[config.mk]
export PLATFORM = sky130hd
export DESIGN_NAME = pi_velocity_controller_with_bias_mode_flat
export DESIGN_NICKNAME = d
export VERILOG_FILES = /design/src/rtl/core/pivc_pkg.sv /design/src/rtl/core/pivc_in_if.sv /design/src/rtl/core/pivc_out_if.sv /design/src/rtl/core/pi_velocity_controller_with_bias_mode.sv /design/src/flat_wrapper.sv
export SDC_FILE = /design/constraint.sdc
export NUM_CORES = 2
export LEC_CHECK = 0
export ABC_AREA = 1
export BUFFER_PORTS_ARGS = -buffer_cell sky130_fd_sc_hd__buf_2
export CORE_ASPECT_RATIO = 1.1
export CORE_MARGIN = 4
export CORE_UTILIZATION = 30
export CTS_CLUSTER_SIZE = 10
export DETAILED_ROUTE_END_ITERATION = 16
export PLACE_DENSITY = 0.54
export SETUP_SLACK_MARGIN = 0.15
export SLEW_MARGIN = 10
export SYNTH_ARGS = -nofsm -noshare
export SYNTH_HDL_FRONTEND = slang
export SYNTH_SLANG_ARGS = --single-unit
[constraint.sdc]
create_clock -name clk -period 23.6 [get_ports clk]
set_input_delay 0 -clock clk [delete_from_list [all_inputs] [get_ports clk]]
set_output_delay 0 -clock clk [all_outputs]
set_load 0.01 [all_outputs]
[src/rtl/core/pivc_pkg.sv]
// shared constants and register indexes of the pi velocity controller
package pivc_pkg;

    localparam int DATA_WIDTH_DEF = 16;
    localparam int GAIN_W         = 16;
    localparam int CFG_IDX_W      = 3;

    localparam int INT_SHIFT  = 16;
    localparam int PROP_SHIFT = 8;

    // bias ramp: 60.0 in q7.8, split as 15 * 2^10
    localparam int RAMP_END   = 15360;
    localparam int RAMP_HALF  = 7680;
    localparam int RAMP_W     = 14;
    localparam int RAMP_SHIFT = 10;
    localparam int RAMP_DIV   = 15;

    localparam logic [GAIN_W-1:0] PROP_GAIN_RST = 16'd256;

    typedef logic [CFG_IDX_W-1:0] cfg_idx_t;

    localparam cfg_idx_t CFG_CONTROL_MODE    = 3'd0;
    localparam cfg_idx_t CFG_PROP_GAIN       = 3'd1;
    localparam cfg_idx_t CFG_INTEG_STEP_GAIN = 3'd2;
    localparam cfg_idx_t CFG_INTEG_UPPER     = 3'd3;
    localparam cfg_idx_t CFG_INTEG_LOWER     = 3'd4;
    localparam cfg_idx_t CFG_RAMP_BIAS       = 3'd5;

    localparam logic MODE_PI   = 1'b0;
    localparam logic MODE_BIAS = 1'b1;

endpackage

[src/rtl/core/pivc_in_if.sv]
// velocity sample channel: measured and desired velocity
interface pivc_in_if #(
    parameter int DATA_WIDTH = pivc_pkg::DATA_WIDTH_DEF
) ();
    logic                         valid;
    logic                         ready;
    logic signed [DATA_WIDTH-1:0] measured_velocity;
    logic signed [DATA_WIDTH-1:0] desired_velocity;

    modport source (
        output valid,
        output measured_velocity,
        output desired_velocity,
        input  ready
    );

    modport sink (
        input  valid,
        input  measured_velocity,
        input  desired_velocity,
        output ready
    );
endinterface

[src/rtl/core/pivc_out_if.sv]
// drive command channel: current command and integrator value
interface pivc_out_if #(
    parameter int DATA_WIDTH = pivc_pkg::DATA_WIDTH_DEF
) ();
    logic                         valid;
    logic                         ready;
    logic signed [DATA_WIDTH-1:0] current_command;
    logic signed [DATA_WIDTH-1:0] integrator_value;

    modport source (
        output valid,
        output current_command,
        output integrator_value,
        input  ready
    );

    modport sink (
        input  valid,
        input  current_command,
        input  integrator_value,
        output ready
    );
endinterface

[src/rtl/core/pi_velocity_controller_with_bias_mode.sv]
// PI velocity controller with integrator clamp and bias ramp mode, one command per tick while
// the drive side keeps taking them. Each velocity sample passes an input register, a product
// register that holds the gain and ramp multiplies, and the result register on its way to one
// drive command. The integrator add and clamp sit between the product and result registers,
// so a new sample is taken every cycle and throughput is one transaction per clock as long as
// the result side keeps taking them. In PI mode the command is prop_gain * error plus the
// trapezoidal integrator, clamped to integ_lower..integ_upper and saturated to DATA_WIDTH bits;
// in bias mode the command ramps from the ramp bias at zero velocity down to zero at 60.0 and
// the integrator and prior error hold. Configuration is written through cfg_wr_en, cfg_addr
// and cfg_wdata and should only change while no transaction is in flight.
module pi_velocity_controller_with_bias_mode #(
    parameter int DATA_WIDTH = pivc_pkg::DATA_WIDTH_DEF
) (
    input  logic                      clk,
    input  logic                      rst_n,
    pivc_in_if.sink                   velocity,
    pivc_out_if.source                drive,
    input  logic                      cfg_wr_en,
    input  pivc_pkg::cfg_idx_t        cfg_addr,
    input  logic [((DATA_WIDTH > pivc_pkg::GAIN_W) ? DATA_WIDTH : pivc_pkg::GAIN_W)-1:0]
                                      cfg_wdata
);
    import pivc_pkg::*;

    localparam int D     = DATA_WIDTH;
    localparam int BW    = D - 1;
    localparam int EW    = D + 1;
    localparam int SW    = D + 2;
    localparam int PIW   = SW + GAIN_W + 1;
    localparam int PPW   = EW + GAIN_W + 1;
    localparam int STEPW = PIW - INT_SHIFT;
    localparam int ACCW  = STEPW + 1;
    localparam int PRW   = PPW - PROP_SHIFT;
    localparam int SUMW  = PRW + 1;
    localparam int RPW   = BW + RAMP_W;
    localparam int YW    = RPW - RAMP_SHIFT;
    localparam int MW    = YW - 3;
    localparam longint unsigned RECIP_L = (longint'(1) << YW) / RAMP_DIV;
    localparam logic [MW-1:0] RECIP = MW'(RECIP_L);
    localparam logic signed [D-1:0] DMAX = {1'b0, {(D-1){1'b1}}};
    localparam logic signed [D-1:0] DMIN = {1'b1, {(D-1){1'b0}}};

    // configuration
    logic                       mode_reg;
    logic        [GAIN_W-1:0]   prop_gain_reg;
    logic        [GAIN_W-1:0]   integ_gain_reg;
    logic signed [D-1:0]        upper_reg;
    logic signed [D-1:0]        lower_reg;
    logic        [BW-1:0]       bias_reg;

    // controller state
    logic signed [EW-1:0]       prior_err_reg;
    logic signed [EW-1:0]       prior_err_next;
    logic signed [D-1:0]        integ_reg;
    logic signed [D-1:0]        integ_next;

    // input register
    logic                       s1_valid_reg;
    logic                       s1_mode_reg;
    logic signed [D-1:0]        s1_meas_reg;
    logic signed [D-1:0]        s1_des_reg;

    // product register
    logic                       s2_valid_reg;
    logic                       s2_mode_reg;
    logic signed [PIW-1:0]      s2_pint_reg;
    logic signed [PPW-1:0]      s2_pprop_reg;
    logic        [RPW-1:0]      s2_pramp_reg;
    logic                       s2_rzero_reg;
    logic                       s2_rbias_reg;

    // result register
    logic                       out_valid_reg;
    logic signed [D-1:0]        out_cmd_reg;
    logic signed [D-1:0]        out_integ_reg;
    logic signed [D-1:0]        cmd_next;

    logic                       out_free;
    logic                       s2_free;
    logic                       s2_adv;
    logic                       s1_adv;
    logic                       in_ready;
    logic                       in_accept;

    logic signed [EW-1:0]       err;
    logic signed [SW-1:0]       esum;
    logic signed [GAIN_W:0]     igain_s;
    logic signed [GAIN_W:0]     pgain_s;
    logic signed [PIW-1:0]      pint;
    logic signed [PPW-1:0]      pprop;
    logic        [RAMP_W-1:0]   ramp_w;
    logic        [RPW-1:0]      pramp;
    logic                       rzero;
    logic                       rbias;

    logic signed [PIW-1:0]      pint_rnd;
    logic signed [STEPW-1:0]    step;
    logic signed [ACCW-1:0]     acc;
    logic signed [D-1:0]        acc_clamped;
    logic signed [PPW-1:0]      pprop_rnd;
    logic signed [PRW-1:0]      prop;
    logic signed [SUMW-1:0]     pi_sum;
    logic signed [D-1:0]        pi_cmd;

    logic        [YW-1:0]       ramp_y;
    logic        [YW+MW-1:0]    ramp_prod;
    logic        [MW-1:0]       ramp_q0;
    logic        [MW+3:0]       ramp_q15;
    logic        [YW:0]         ramp_rem;
    logic        [MW-1:0]       ramp_q;
    logic signed [D-1:0]        ramp_cmd;

    // handshake
    assign out_free  = !out_valid_reg || drive.ready;
    assign s2_adv    = s2_valid_reg && out_free;
    assign s2_free   = !s2_valid_reg || out_free;
    assign s1_adv    = s1_valid_reg && s2_free;
    assign in_ready  = !s1_valid_reg || s2_free;
    assign in_accept = velocity.valid && in_ready;

    assign velocity.ready         = in_ready;
    assign drive.valid            = out_valid_reg;
    assign drive.current_command  = out_cmd_reg;
    assign drive.integrator_value = out_integ_reg;

    // configuration writes
    always_ff @(posedge clk or negedge rst_n)
    begin
        if (!rst_n)
        begin
            mode_reg       <= MODE_PI;
            prop_gain_reg  <= PROP_GAIN_RST;
            integ_gain_reg <= '0;
            upper_reg      <= DMAX;
            lower_reg      <= DMIN;
            bias_reg       <= '0;
        end
        else if (cfg_wr_en)
        begin
            case (cfg_addr)
                CFG_CONTROL_MODE:    mode_reg       <= cfg_wdata[0];
                CFG_PROP_GAIN:       prop_gain_reg  <= cfg_wdata[GAIN_W-1:0];
                CFG_INTEG_STEP_GAIN: integ_gain_reg <= cfg_wdata[GAIN_W-1:0];
                CFG_INTEG_UPPER:     upper_reg      <= cfg_wdata[D-1:0];
                CFG_INTEG_LOWER:     lower_reg      <= cfg_wdata[D-1:0];
                CFG_RAMP_BIAS:       bias_reg       <= cfg_wdata[BW-1:0];
                default:             ;
            endcase
        end
    end

    // stage one: error and multiplies
    always_comb
    begin
        err     = EW'(s1_des_reg) - EW'(s1_meas_reg);
        esum    = SW'(err) + SW'(prior_err_reg);
        igain_s = {1'b0, integ_gain_reg};
        pgain_s = {1'b0, prop_gain_reg};
        pint    = PIW'(esum) * PIW'(igain_s);
        pprop   = PPW'(err) * PPW'(pgain_s);
        rzero   = (int'(s1_meas_reg) > RAMP_END);
        rbias   = s1_meas_reg[D-1];
        ramp_w  = RAMP_W'(RAMP_END - int'(s1_meas_reg));
        pramp   = (RPW'(bias_reg) * RPW'(ramp_w)) + RPW'(RAMP_HALF);
    end

    always_comb
    begin
        prior_err_next = prior_err_reg;
        if (s1_adv && (s1_mode_reg == MODE_PI))
        begin
            prior_err_next = err;
        end
    end

    // stage two: rounding, integrator clamp, saturation, ramp divide
    always_comb
    begin
        pint_rnd = s2_pint_reg + PIW'(longint'(1) << (INT_SHIFT - 1));
        step     = STEPW'(pint_rnd >>> INT_SHIFT);
        acc      = ACCW'(integ_reg) + ACCW'(step);
        if (acc > ACCW'(upper_reg))
        begin
            acc_clamped = upper_reg;
        end
        else if (acc < ACCW'(lower_reg))
        begin
            acc_clamped = lower_reg;
        end
        else
        begin
            acc_clamped = acc[D-1:0];
        end

        pprop_rnd = s2_pprop_reg + PPW'(longint'(1) << (PROP_SHIFT - 1));
        prop      = PRW'(pprop_rnd >>> PROP_SHIFT);
        pi_sum    = SUMW'(prop) + SUMW'(acc_clamped);
        if (pi_sum > SUMW'(DMAX))
        begin
            pi_cmd = DMAX;
        end
        else if (pi_sum < SUMW'(DMIN))
        begin
            pi_cmd = DMIN;
        end
        else
        begin
            pi_cmd = pi_sum[D-1:0];
        end

        // divide by 15 through a reciprocal, then one correction step
        ramp_y    = s2_pramp_reg[RPW-1:RAMP_SHIFT];
        ramp_prod = (YW+MW)'(ramp_y) * (YW+MW)'(RECIP);
        ramp_q0   = ramp_prod[YW+MW-1:YW];
        ramp_q15  = {ramp_q0, 4'b0000} - (MW+4)'(ramp_q0);
        ramp_rem  = (YW+1)'(ramp_y) - (YW+1)'(ramp_q15);
        ramp_q    = ramp_q0 + MW'(ramp_rem[4:0] >= 5'(RAMP_DIV));
        if (s2_rzero_reg)
        begin
            ramp_cmd = '0;
        end
        else if (s2_rbias_reg)
        begin
            ramp_cmd = {1'b0, bias_reg};
        end
        else
        begin
            ramp_cmd = {1'b0, ramp_q[BW-1:0]};
        end

        if (s2_mode_reg == MODE_PI)
        begin
            cmd_next   = pi_cmd;
            integ_next = acc_clamped;
        end
        else
        begin
            cmd_next   = ramp_cmd;
            integ_next = integ_reg;
        end
    end

    // control and state registers
    always_ff @(posedge clk or negedge rst_n)
    begin
        if (!rst_n)
        begin
            s1_valid_reg  <= 1'b0;
            s2_valid_reg  <= 1'b0;
            out_valid_reg <= 1'b0;
            prior_err_reg <= '0;
            integ_reg     <= '0;
        end
        else
        begin
            prior_err_reg <= prior_err_next;
            if (in_ready)
            begin
                s1_valid_reg <= velocity.valid;
            end
            if (s2_free)
            begin
                s2_valid_reg <= s1_valid_reg;
            end
            if (out_free)
            begin
                out_valid_reg <= s2_valid_reg;
            end
            if (s2_adv)
            begin
                integ_reg <= integ_next;
            end
        end
    end

    // payload registers
    always_ff @(posedge clk)
    begin
        if (in_accept)
        begin
            s1_mode_reg <= mode_reg;
            s1_meas_reg <= velocity.measured_velocity;
            s1_des_reg  <= velocity.desired_velocity;
        end
        if (s1_adv)
        begin
            s2_mode_reg  <= s1_mode_reg;
            s2_pint_reg  <= pint;
            s2_pprop_reg <= pprop;
            s2_pramp_reg <= pramp;
            s2_rzero_reg <= rzero;
            s2_rbias_reg <= rbias;
        end
        if (s2_adv)
        begin
            out_cmd_reg   <= cmd_next;
            out_integ_reg <= integ_next;
        end
    end

    // the reported integrator always tracks the live state
    a_integ_report: assert property (@(posedge clk) disable iff (!rst_n)
        out_valid_reg |-> (out_integ_reg == integ_reg))
        else $error("reported integrator differs from state");

    // bias mode leaves the integrator alone
    a_bias_hold: assert property (@(posedge clk) disable iff (!rst_n)
        (s2_adv && (s2_mode_reg == MODE_BIAS)) |=> $stable(integ_reg))
        else $error("integrator changed in bias mode");

    // integrator lands inside ordered clamp limits after a pi update
    a_clamp: assert property (@(posedge clk) disable iff (!rst_n)
        (s2_adv && (s2_mode_reg == MODE_PI) && (upper_reg >= lower_reg))
        |=> ((integ_reg <= $past(upper_reg)) && (integ_reg >= $past(lower_reg))))
        else $error("integrator outside clamp limits");

    // bias ramp command stays between zero and the bias
    a_ramp_range: assert property (@(posedge clk) disable iff (!rst_n)
        (s2_adv && (s2_mode_reg == MODE_BIAS))
        |=> ((out_cmd_reg >= 0) && (out_cmd_reg <= $signed({1'b0, $past(bias_reg)}))))
        else $error("bias ramp command out of range");

    // input side only stalls while the input, product and result registers are all occupied
    a_ready: assert property (@(posedge clk) disable iff (!rst_n)
        !in_ready |-> (s1_valid_reg && s2_valid_reg && out_valid_reg))
        else $error("input stalled with free pipeline slot");

endmodule
[src/flat_wrapper.sv]
// flat-port wrapper written by rule: the top's interface ports become plain ports
module pi_velocity_controller_with_bias_mode_flat import pivc_pkg::*;
#(
    parameter int DATA_WIDTH = pivc_pkg::DATA_WIDTH_DEF
)
  (clk, rst_n, cfg_wr_en, cfg_addr, cfg_wdata, velocity_valid, velocity_measured_velocity, velocity_desired_velocity, velocity_ready, drive_valid, drive_current_command, drive_integrator_value, drive_ready);
  pivc_in_if #(.DATA_WIDTH(DATA_WIDTH)) velocity_i ();
  pivc_out_if #(.DATA_WIDTH(DATA_WIDTH)) drive_i ();
  input  logic clk;
  input  logic rst_n;
  input  logic cfg_wr_en;
  input  pivc_pkg::cfg_idx_t cfg_addr;
  input  logic [((DATA_WIDTH > pivc_pkg::GAIN_W) ? DATA_WIDTH : pivc_pkg::GAIN_W)-1:0] cfg_wdata;
  input wire logic [$bits(velocity_i.valid)-1:0] velocity_valid;
  input wire logic [$bits(velocity_i.measured_velocity)-1:0] velocity_measured_velocity;
  input wire logic [$bits(velocity_i.desired_velocity)-1:0] velocity_desired_velocity;
  output wire logic [$bits(velocity_i.ready)-1:0] velocity_ready;
  output wire logic [$bits(drive_i.valid)-1:0] drive_valid;
  output wire logic [$bits(drive_i.current_command)-1:0] drive_current_command;
  output wire logic [$bits(drive_i.integrator_value)-1:0] drive_integrator_value;
  input wire logic [$bits(drive_i.ready)-1:0] drive_ready;
  assign velocity_i.valid = velocity_valid;
  assign velocity_i.measured_velocity = velocity_measured_velocity;
  assign velocity_i.desired_velocity = velocity_desired_velocity;
  assign velocity_ready = velocity_i.ready;
  assign drive_valid = drive_i.valid;
  assign drive_current_command = drive_i.current_command;
  assign drive_integrator_value = drive_i.integrator_value;
  assign drive_i.ready = drive_ready;
  pi_velocity_controller_with_bias_mode #(.DATA_WIDTH(DATA_WIDTH)) u_core (.clk(clk), .rst_n(rst_n), .velocity(velocity_i), .drive(drive_i), .cfg_wr_en(cfg_wr_en), .cfg_addr(cfg_addr), .cfg_wdata(cfg_wdata));
endmodule
### After elaboration in Yosys (flattened, before gate mapping)

Cells that the tools add are included.

| word-level totals | value |
|---|---|
| register bits | 282 |
| input port bits | 56 |
| output and inout bits | 34 |
| logic and storage cells | 74 |

| operators by class | value |
|---|---|
| add/subtract/negate cells | 11 |
| multiply operators | 4 |
| $lt $le $gt $ge | 6 |
| equal/unequal tests | 5 |
| mux-type cells | 8 |
| bitwise operators | 1 |
| reduce and logical (&&, ||, !) cells | 17 |

Operators with widths:

| cell | number |
|---|---|
| 16-bit two-way mux | 7 |
| 35-bit by 17-bit adder with 35-bit output, second input constant | 1 |
| 18-bit by 17-bit multiplier with 35-bit output | 1 |
| 34-bit by 9-bit adder with 34-bit output, second input constant | 1 |
| 17-bit by 17-bit multiplier with 34-bit output | 1 |
| 19-bit by 13-bit multiplier with 31-bit output, second input constant | 1 |
| 29-bit by 13-bit adder with 29-bit output, second input constant | 1 |
| 15-bit by 14-bit multiplier with 29-bit output | 1 |
| 26-bit by 16-bit adder with 27-bit output | 1 |
| 27-bit by 16-bit > comparator with 1-bit output, second input constant | 1 |
| 27-bit by 16-bit less-than comparator with 1-bit output, second input constant | 1 |
| 16-bit by 19-bit adder with 20-bit output | 1 |
| 20-bit by 16-bit > comparator with 1-bit output | 1 |
| 20-bit by 16-bit less-than comparator with 1-bit output | 1 |
| 17-bit by 17-bit adder with 18-bit output | 1 |
| 16-bit by 16-bit subtractor with 17-bit output | 1 |
| 16-bit by 15-bit > comparator with 1-bit output, second input constant | 1 |
| 15-bit by 1-bit adder with 15-bit output | 1 |
| 15-bit two-way mux | 1 |
| 11-bit by 14-bit subtractor with 14-bit output, first input constant | 1 |
| 2-bit AND reduction | 6 |
| 5-bit subtractor | 2 |
| 3-bit by 2-bit == test with 1-bit output, second input constant | 2 |
| 3-bit == test, second input constant | 2 |
| other kinds (7) | 14 |

### Longest topological paths before layout

| logic depth | value |
|---|---|
| word-level depth | 10 |
| gate-level depth with buffers | 61 |
| depth with buffers taken out | 59 |

### Worst setup path before layout

Ideal clock, no wire load.

| path | value |
|---|---|
| kind | reg-to-reg |
| from | reg u_core.s1_des_reg[0] |
| to | reg u_core.s2_pint_reg[33] (data pin) |
| setup time | 258 ps |
| arrival | 9203 ps |
| required time | 23342 ps |
| path slack | 14139 ps |
| stages on the path, launching flop included | 59 |
| path buffers | 2 |
| clock period less this slack | 9461 ps |
| cells stage by stage | edfxtp_1 inv_1 ha_1 inv_1 fa_1 nand3_1 nand2_1 a21oi_1 o21bai_1 nand2_1 nand2_1 nand2_1 nand2_1 nand2_1 nand2_1 a21oi_1 or2_1 nand2_1 [... 23 more ...] inv_1 fa_1 ha_1 nand2_1 inv_1 nand2_1 nor3_1 a21oi_1 inv_1 a21oi_1 o21ai_0 nand3_1 nand2_1 a21oi_1 o31ai_1 nand2_1 nand3_1 xor2_1 |

| on the way | value |
|---|---|
| cells in the longest elaborated chain, start to end | 3 |

Ends and longest elaborated chain:

| element | line | text |
|---|---|---|
| from (decl) | pi_velocity_controller_with_bias_mode.sv:61 | `logic signed [D-1:0] s1_des_reg;` |
| from (signal assigned) | pi_velocity_controller_with_bias_mode.sv:283 | `s1_des_reg <= velocity.desired_velocity;` |
| 16-bit by 16-bit subtractor with 17-bit output | pi_velocity_controller_with_bias_mode.sv:155 | `err = EW'(s1_des_reg) - EW'(s1_meas_reg);` |
| via u_core.err[12] | pi_velocity_controller_with_bias_mode.sv:85 | `logic signed [EW-1:0] err;` |
| 17-bit by 17-bit adder with 18-bit output | pi_velocity_controller_with_bias_mode.sv:156 | `esum = SW'(err) + SW'(prior_err_reg);` |
| 18-bit by 17-bit multiplier with 35-bit output | pi_velocity_controller_with_bias_mode.sv:159 | `pint = PIW'(esum) * PIW'(igain_s);` |
| via u_core.pint[33] | pi_velocity_controller_with_bias_mode.sv:89 | `logic signed [PIW-1:0] pint;` |
| to (signal assigned) | pi_velocity_controller_with_bias_mode.sv:288 | `s2_pint_reg <= pint;` |
| to (decl) | pi_velocity_controller_with_bias_mode.sv:66 | `logic signed [PIW-1:0] s2_pint_reg;` |

The timed path passes the listed nets, and every way through them passes these cells.
A chain may end at the register's enable or synchronous reset.

### Final worst setup path

| path | value |
|---|---|
| from | reg u_core.s1_meas_reg[0] |
| to | reg u_core.s2_pint_reg[34] (data pin) |

| on the way | value |
|---|---|
| cells in the longest elaborated chain, start to end | 3 |

Ends and longest elaborated chain:

| element | line | text |
|---|---|---|
| from (decl) | pi_velocity_controller_with_bias_mode.sv:60 | `logic signed [D-1:0] s1_meas_reg;` |
| from (signal assigned) | pi_velocity_controller_with_bias_mode.sv:282 | `s1_meas_reg <= velocity.measured_velocity;` |
| 16-bit by 16-bit subtractor with 17-bit output | pi_velocity_controller_with_bias_mode.sv:155 |  |
| 17-bit by 17-bit adder with 18-bit output | pi_velocity_controller_with_bias_mode.sv:156 |  |
| 18-bit by 17-bit multiplier with 35-bit output | pi_velocity_controller_with_bias_mode.sv:159 |  |
| via u_core.pint[34] | pi_velocity_controller_with_bias_mode.sv:89 |  |

The timed path passes the listed nets, and every way through them passes these cells.

==> flow_summary.toml <==
[logic_synthesis]
synth_edf_count = 134
postSynth.topFlopCell = "edfxtp_1"
synth.lib_cells_used.distinct = 55
avgSynthCellArea_um2 = 8.264
synth-async-reset-ratio = 0.4640
mappedNetlistArea_um2 = 45200
synth.top_cells.by_count = "1326 x inv_1, 1130 x nand2_1, 746 x fa_1"
post_synth_top_area_cell = "fa_1"
post-synth-top-count-cell = "inv_1"
synth_area_leaders = "fa_1 33%, ha_1 13%, inv_1 11%, nand2_1 9.4%, edfxtp_1 8.9%"
netlist.area_leader.share = 0.3304
post_synthesis_net_count = 6746
synthesis.instances = 5470
synth.ff_latch_count = 250
synth.yosys.warnings = 0
yosysSeqAreaShare = 0.1537

[detailed_routing]
firstDrtPassIters = 6
drt_iter0_drc = 2127
route.detailed.drc = 0
via_count = 34980
post_drt_wl_per_cell_um = 17.24
final_antenna_net_count = 0
finalWirelength_mm = 129.7
detailed_route_vias_per_instance = 4.652

[timing]
timing.slew.headroom = 0.2695
setup_viol = 0
max_freq_mhz = 90.58
report.final.hold_viol_count = 0
final.period_utilization = 0.4678
fin_skew_ns = 0.03471
rsz0062_at_grt = "false"
slew_viol_final = 0
finalSetupTns_ns = 0
period_needed_ns = 11.04
timing_worst_slew_pin_value_ns = 1.093

[global_route]
total_gr_overflow = 0
grt_first_pass_wirelength_mm = 203.8
largest_net_degree_at_the_start_of_global_routing = 61
grt_antenna_before_repair = 6
grt_pass1_vias = 35560
grtUsageTotal = 0.1667

[worst_setup_path]
reg2reg_depth = 50
path_max_fanout = 17
r2r-end = "u_core.s2_pint_reg[34]"
ff2ff_setup_slack_ns = 12.56
timing.critical_path.slowest_cell_delay_ns = 0.80
r2r-start = "u_core.s1_meas_reg[0]"
data_required_time_at_the_worst_endpoint_ns = 23.87
timing.critical_path.slowest_stage_cell = "edfxtp_1"
cp-start-kind = "flip-flop"
crit_buf_inv = 6
critical_path.endpoint_type = "flip-flop"
critical_path_class = "flip-flop to flip-flop"
setup.worst_path.start = "u_core.s1_meas_reg[0]"
critical-path-top-delay-family = "adder cells"
critPathArrivalTime_ns = 11.31
path_common_cell = "nand2_1"

[die]
core_um2 = 149900
die-height_um = 415.1
die_x_um = 378.1
placement_rows = 149
starting_utilization_of_the_core_area = 0.3016
pin_count = 90
die_outline_area_um2 = 157000

[final_layout]
final_layout_size_suffix_gt1_frac = 0.04410
ff_latch_area_um2 = 6948
n_fill_cell = 15960
largest_register_ff_count = 27
final_net_count = 6807
multiInputGateArea_um2 = 32690
layout-area-overhead-vs-synth_pct = 9.032

[outcome]
status = "finished clean"

[cts]
cts.repair.resized = 0
clkSlewWorstSetupHoldPaths_ns = 0.06
clock_insertion_delay_worst_skew_ns = 0.57
clockRootBuffer = "clkbuf_16"
number_of_buffers_inserted_during_clock_tree_synthesis = 34
cts.sink_count = 250
tritoncts = "done"
cts_htree_levels = 2
max-clock-path-buffers = 3

[place]
routabilityCongestion = 0.9092
placement.io_buffers = 89
detailed_place_hpwl_mm = 109.9

[min_path]
min-delay-path-class = "input pin to asynchronous set/reset pin"

[flow_run]
cap_violations = 0
[metal layers]
metal,global-route usage,vias to the layer above,routed length [um]
met2,0.2772,871,60940
met4,0.03882,2,3340
met5,0,-,13
met3,0.02281,163,7145
li1,-,16640,-
met1,0.2301,17300,58210
[timing repair]
action,CTS,global route
hold buffers,41,0
hold endpoints to repair,106,0
setup buffers,0,0
[cell families (layout without fill, tap and decap cells)]
| family | Yosys count | in the layout | share of synthesized area |
|---|---|---|---|
| DFF | 250 | 250 | 0.1537 |
| muxes | 2 | 2 | 0.0004982 |
| adders and majority gates | 1220 | 1220 | 0.4616 |
| xor gates and xnor gates | 179 | 179 | 0.03468 |
| AOI/OAI and AO/OA | 522 | 522 | 0.06349 |
| buffers and inverters | 1480 | 1565 | 0.1235 |
| other | 0 | 1 | 0 |
| and+or+nand+nor | 1817 | 1817 | 0.1626 |
[worst max path at each step]
stage | to | slack, ns | cells past startpoint
after floorplan | u_core.s2_pint_reg[33] | 14.14 | 58
after global placement | u_core.s2_pint_reg[33] | 12.71 | 51
after detailed placement | u_core.s2_pint_reg[34] | 12.60 | 50
after CTS | u_core.s2_pint_reg[34] | 12.56 | 50
after global routing | u_core.s2_pint_reg[34] | 11.63 | 50
final | u_core.s2_pint_reg[34] | 12.56 | 50
[worst register-to-register path: cells and delay by family, from the launching register on]
family / cells / cell delay (ns)
DFF: 1 / 0.80
adders and majority gates: 10 / 4.27
and+or+nand+nor: 24 / 3.18
AOI/OAI and AO/OA: 9 / 1.24
buffers and inverters: 6 / 1.07
xor gates and xnor gates: 1 / 0.15
[through the flow]
step / area (um^2) / std cells / util / hold slack, ns / setup WS (ns)
after floorplan: 45200 / 5470 / - / -0.2956 / 14.14
after global placement: 47810 / 7417 / 0.3190 / 0.04452 / 12.71
after detailed placement: 47810 / 7417 / 0.3190 / 0.04996 / 12.60
after CTS: 49280 / 7518 / 0.3288 / 0.01124 / 12.56
after global routing: 49290 / 7519 / 0.3288 / 0.03034 / 11.63
final: 49290 / 7519 / 0.3288 / 0.03958 / 12.56
[area by class of cell]
type	instances	area share
diodes	1	0.00005077
clock buffers	51	0.01960
clock inverters	9	0.002031
inverters	1347	0.1026
multi-input cells	3740	0.6632
flip-flops and latches	250	0.1410
well taps	1963	0.04983
repair buffers	158	0.02176
[cell usage in the layout, fill, tap and decap left out, drive strengths merged, types with 41 or more instances in the layout]
cell type / n
a21oi: 214
buf: 117
clkbuf: 51
dfrtp: 99
dlygate4sd3: 41
edfxtp: 134
fa: 746
ha: 474
inv: 1333
nand2: 1145
nand3: 137
nor2: 426
o21ai: 214
xnor2: 70
xor2: 109
Power is left out: the tool's default activity adds up to more than one toggle a clock period on the data nets, which glitch-free logic cannot reach.
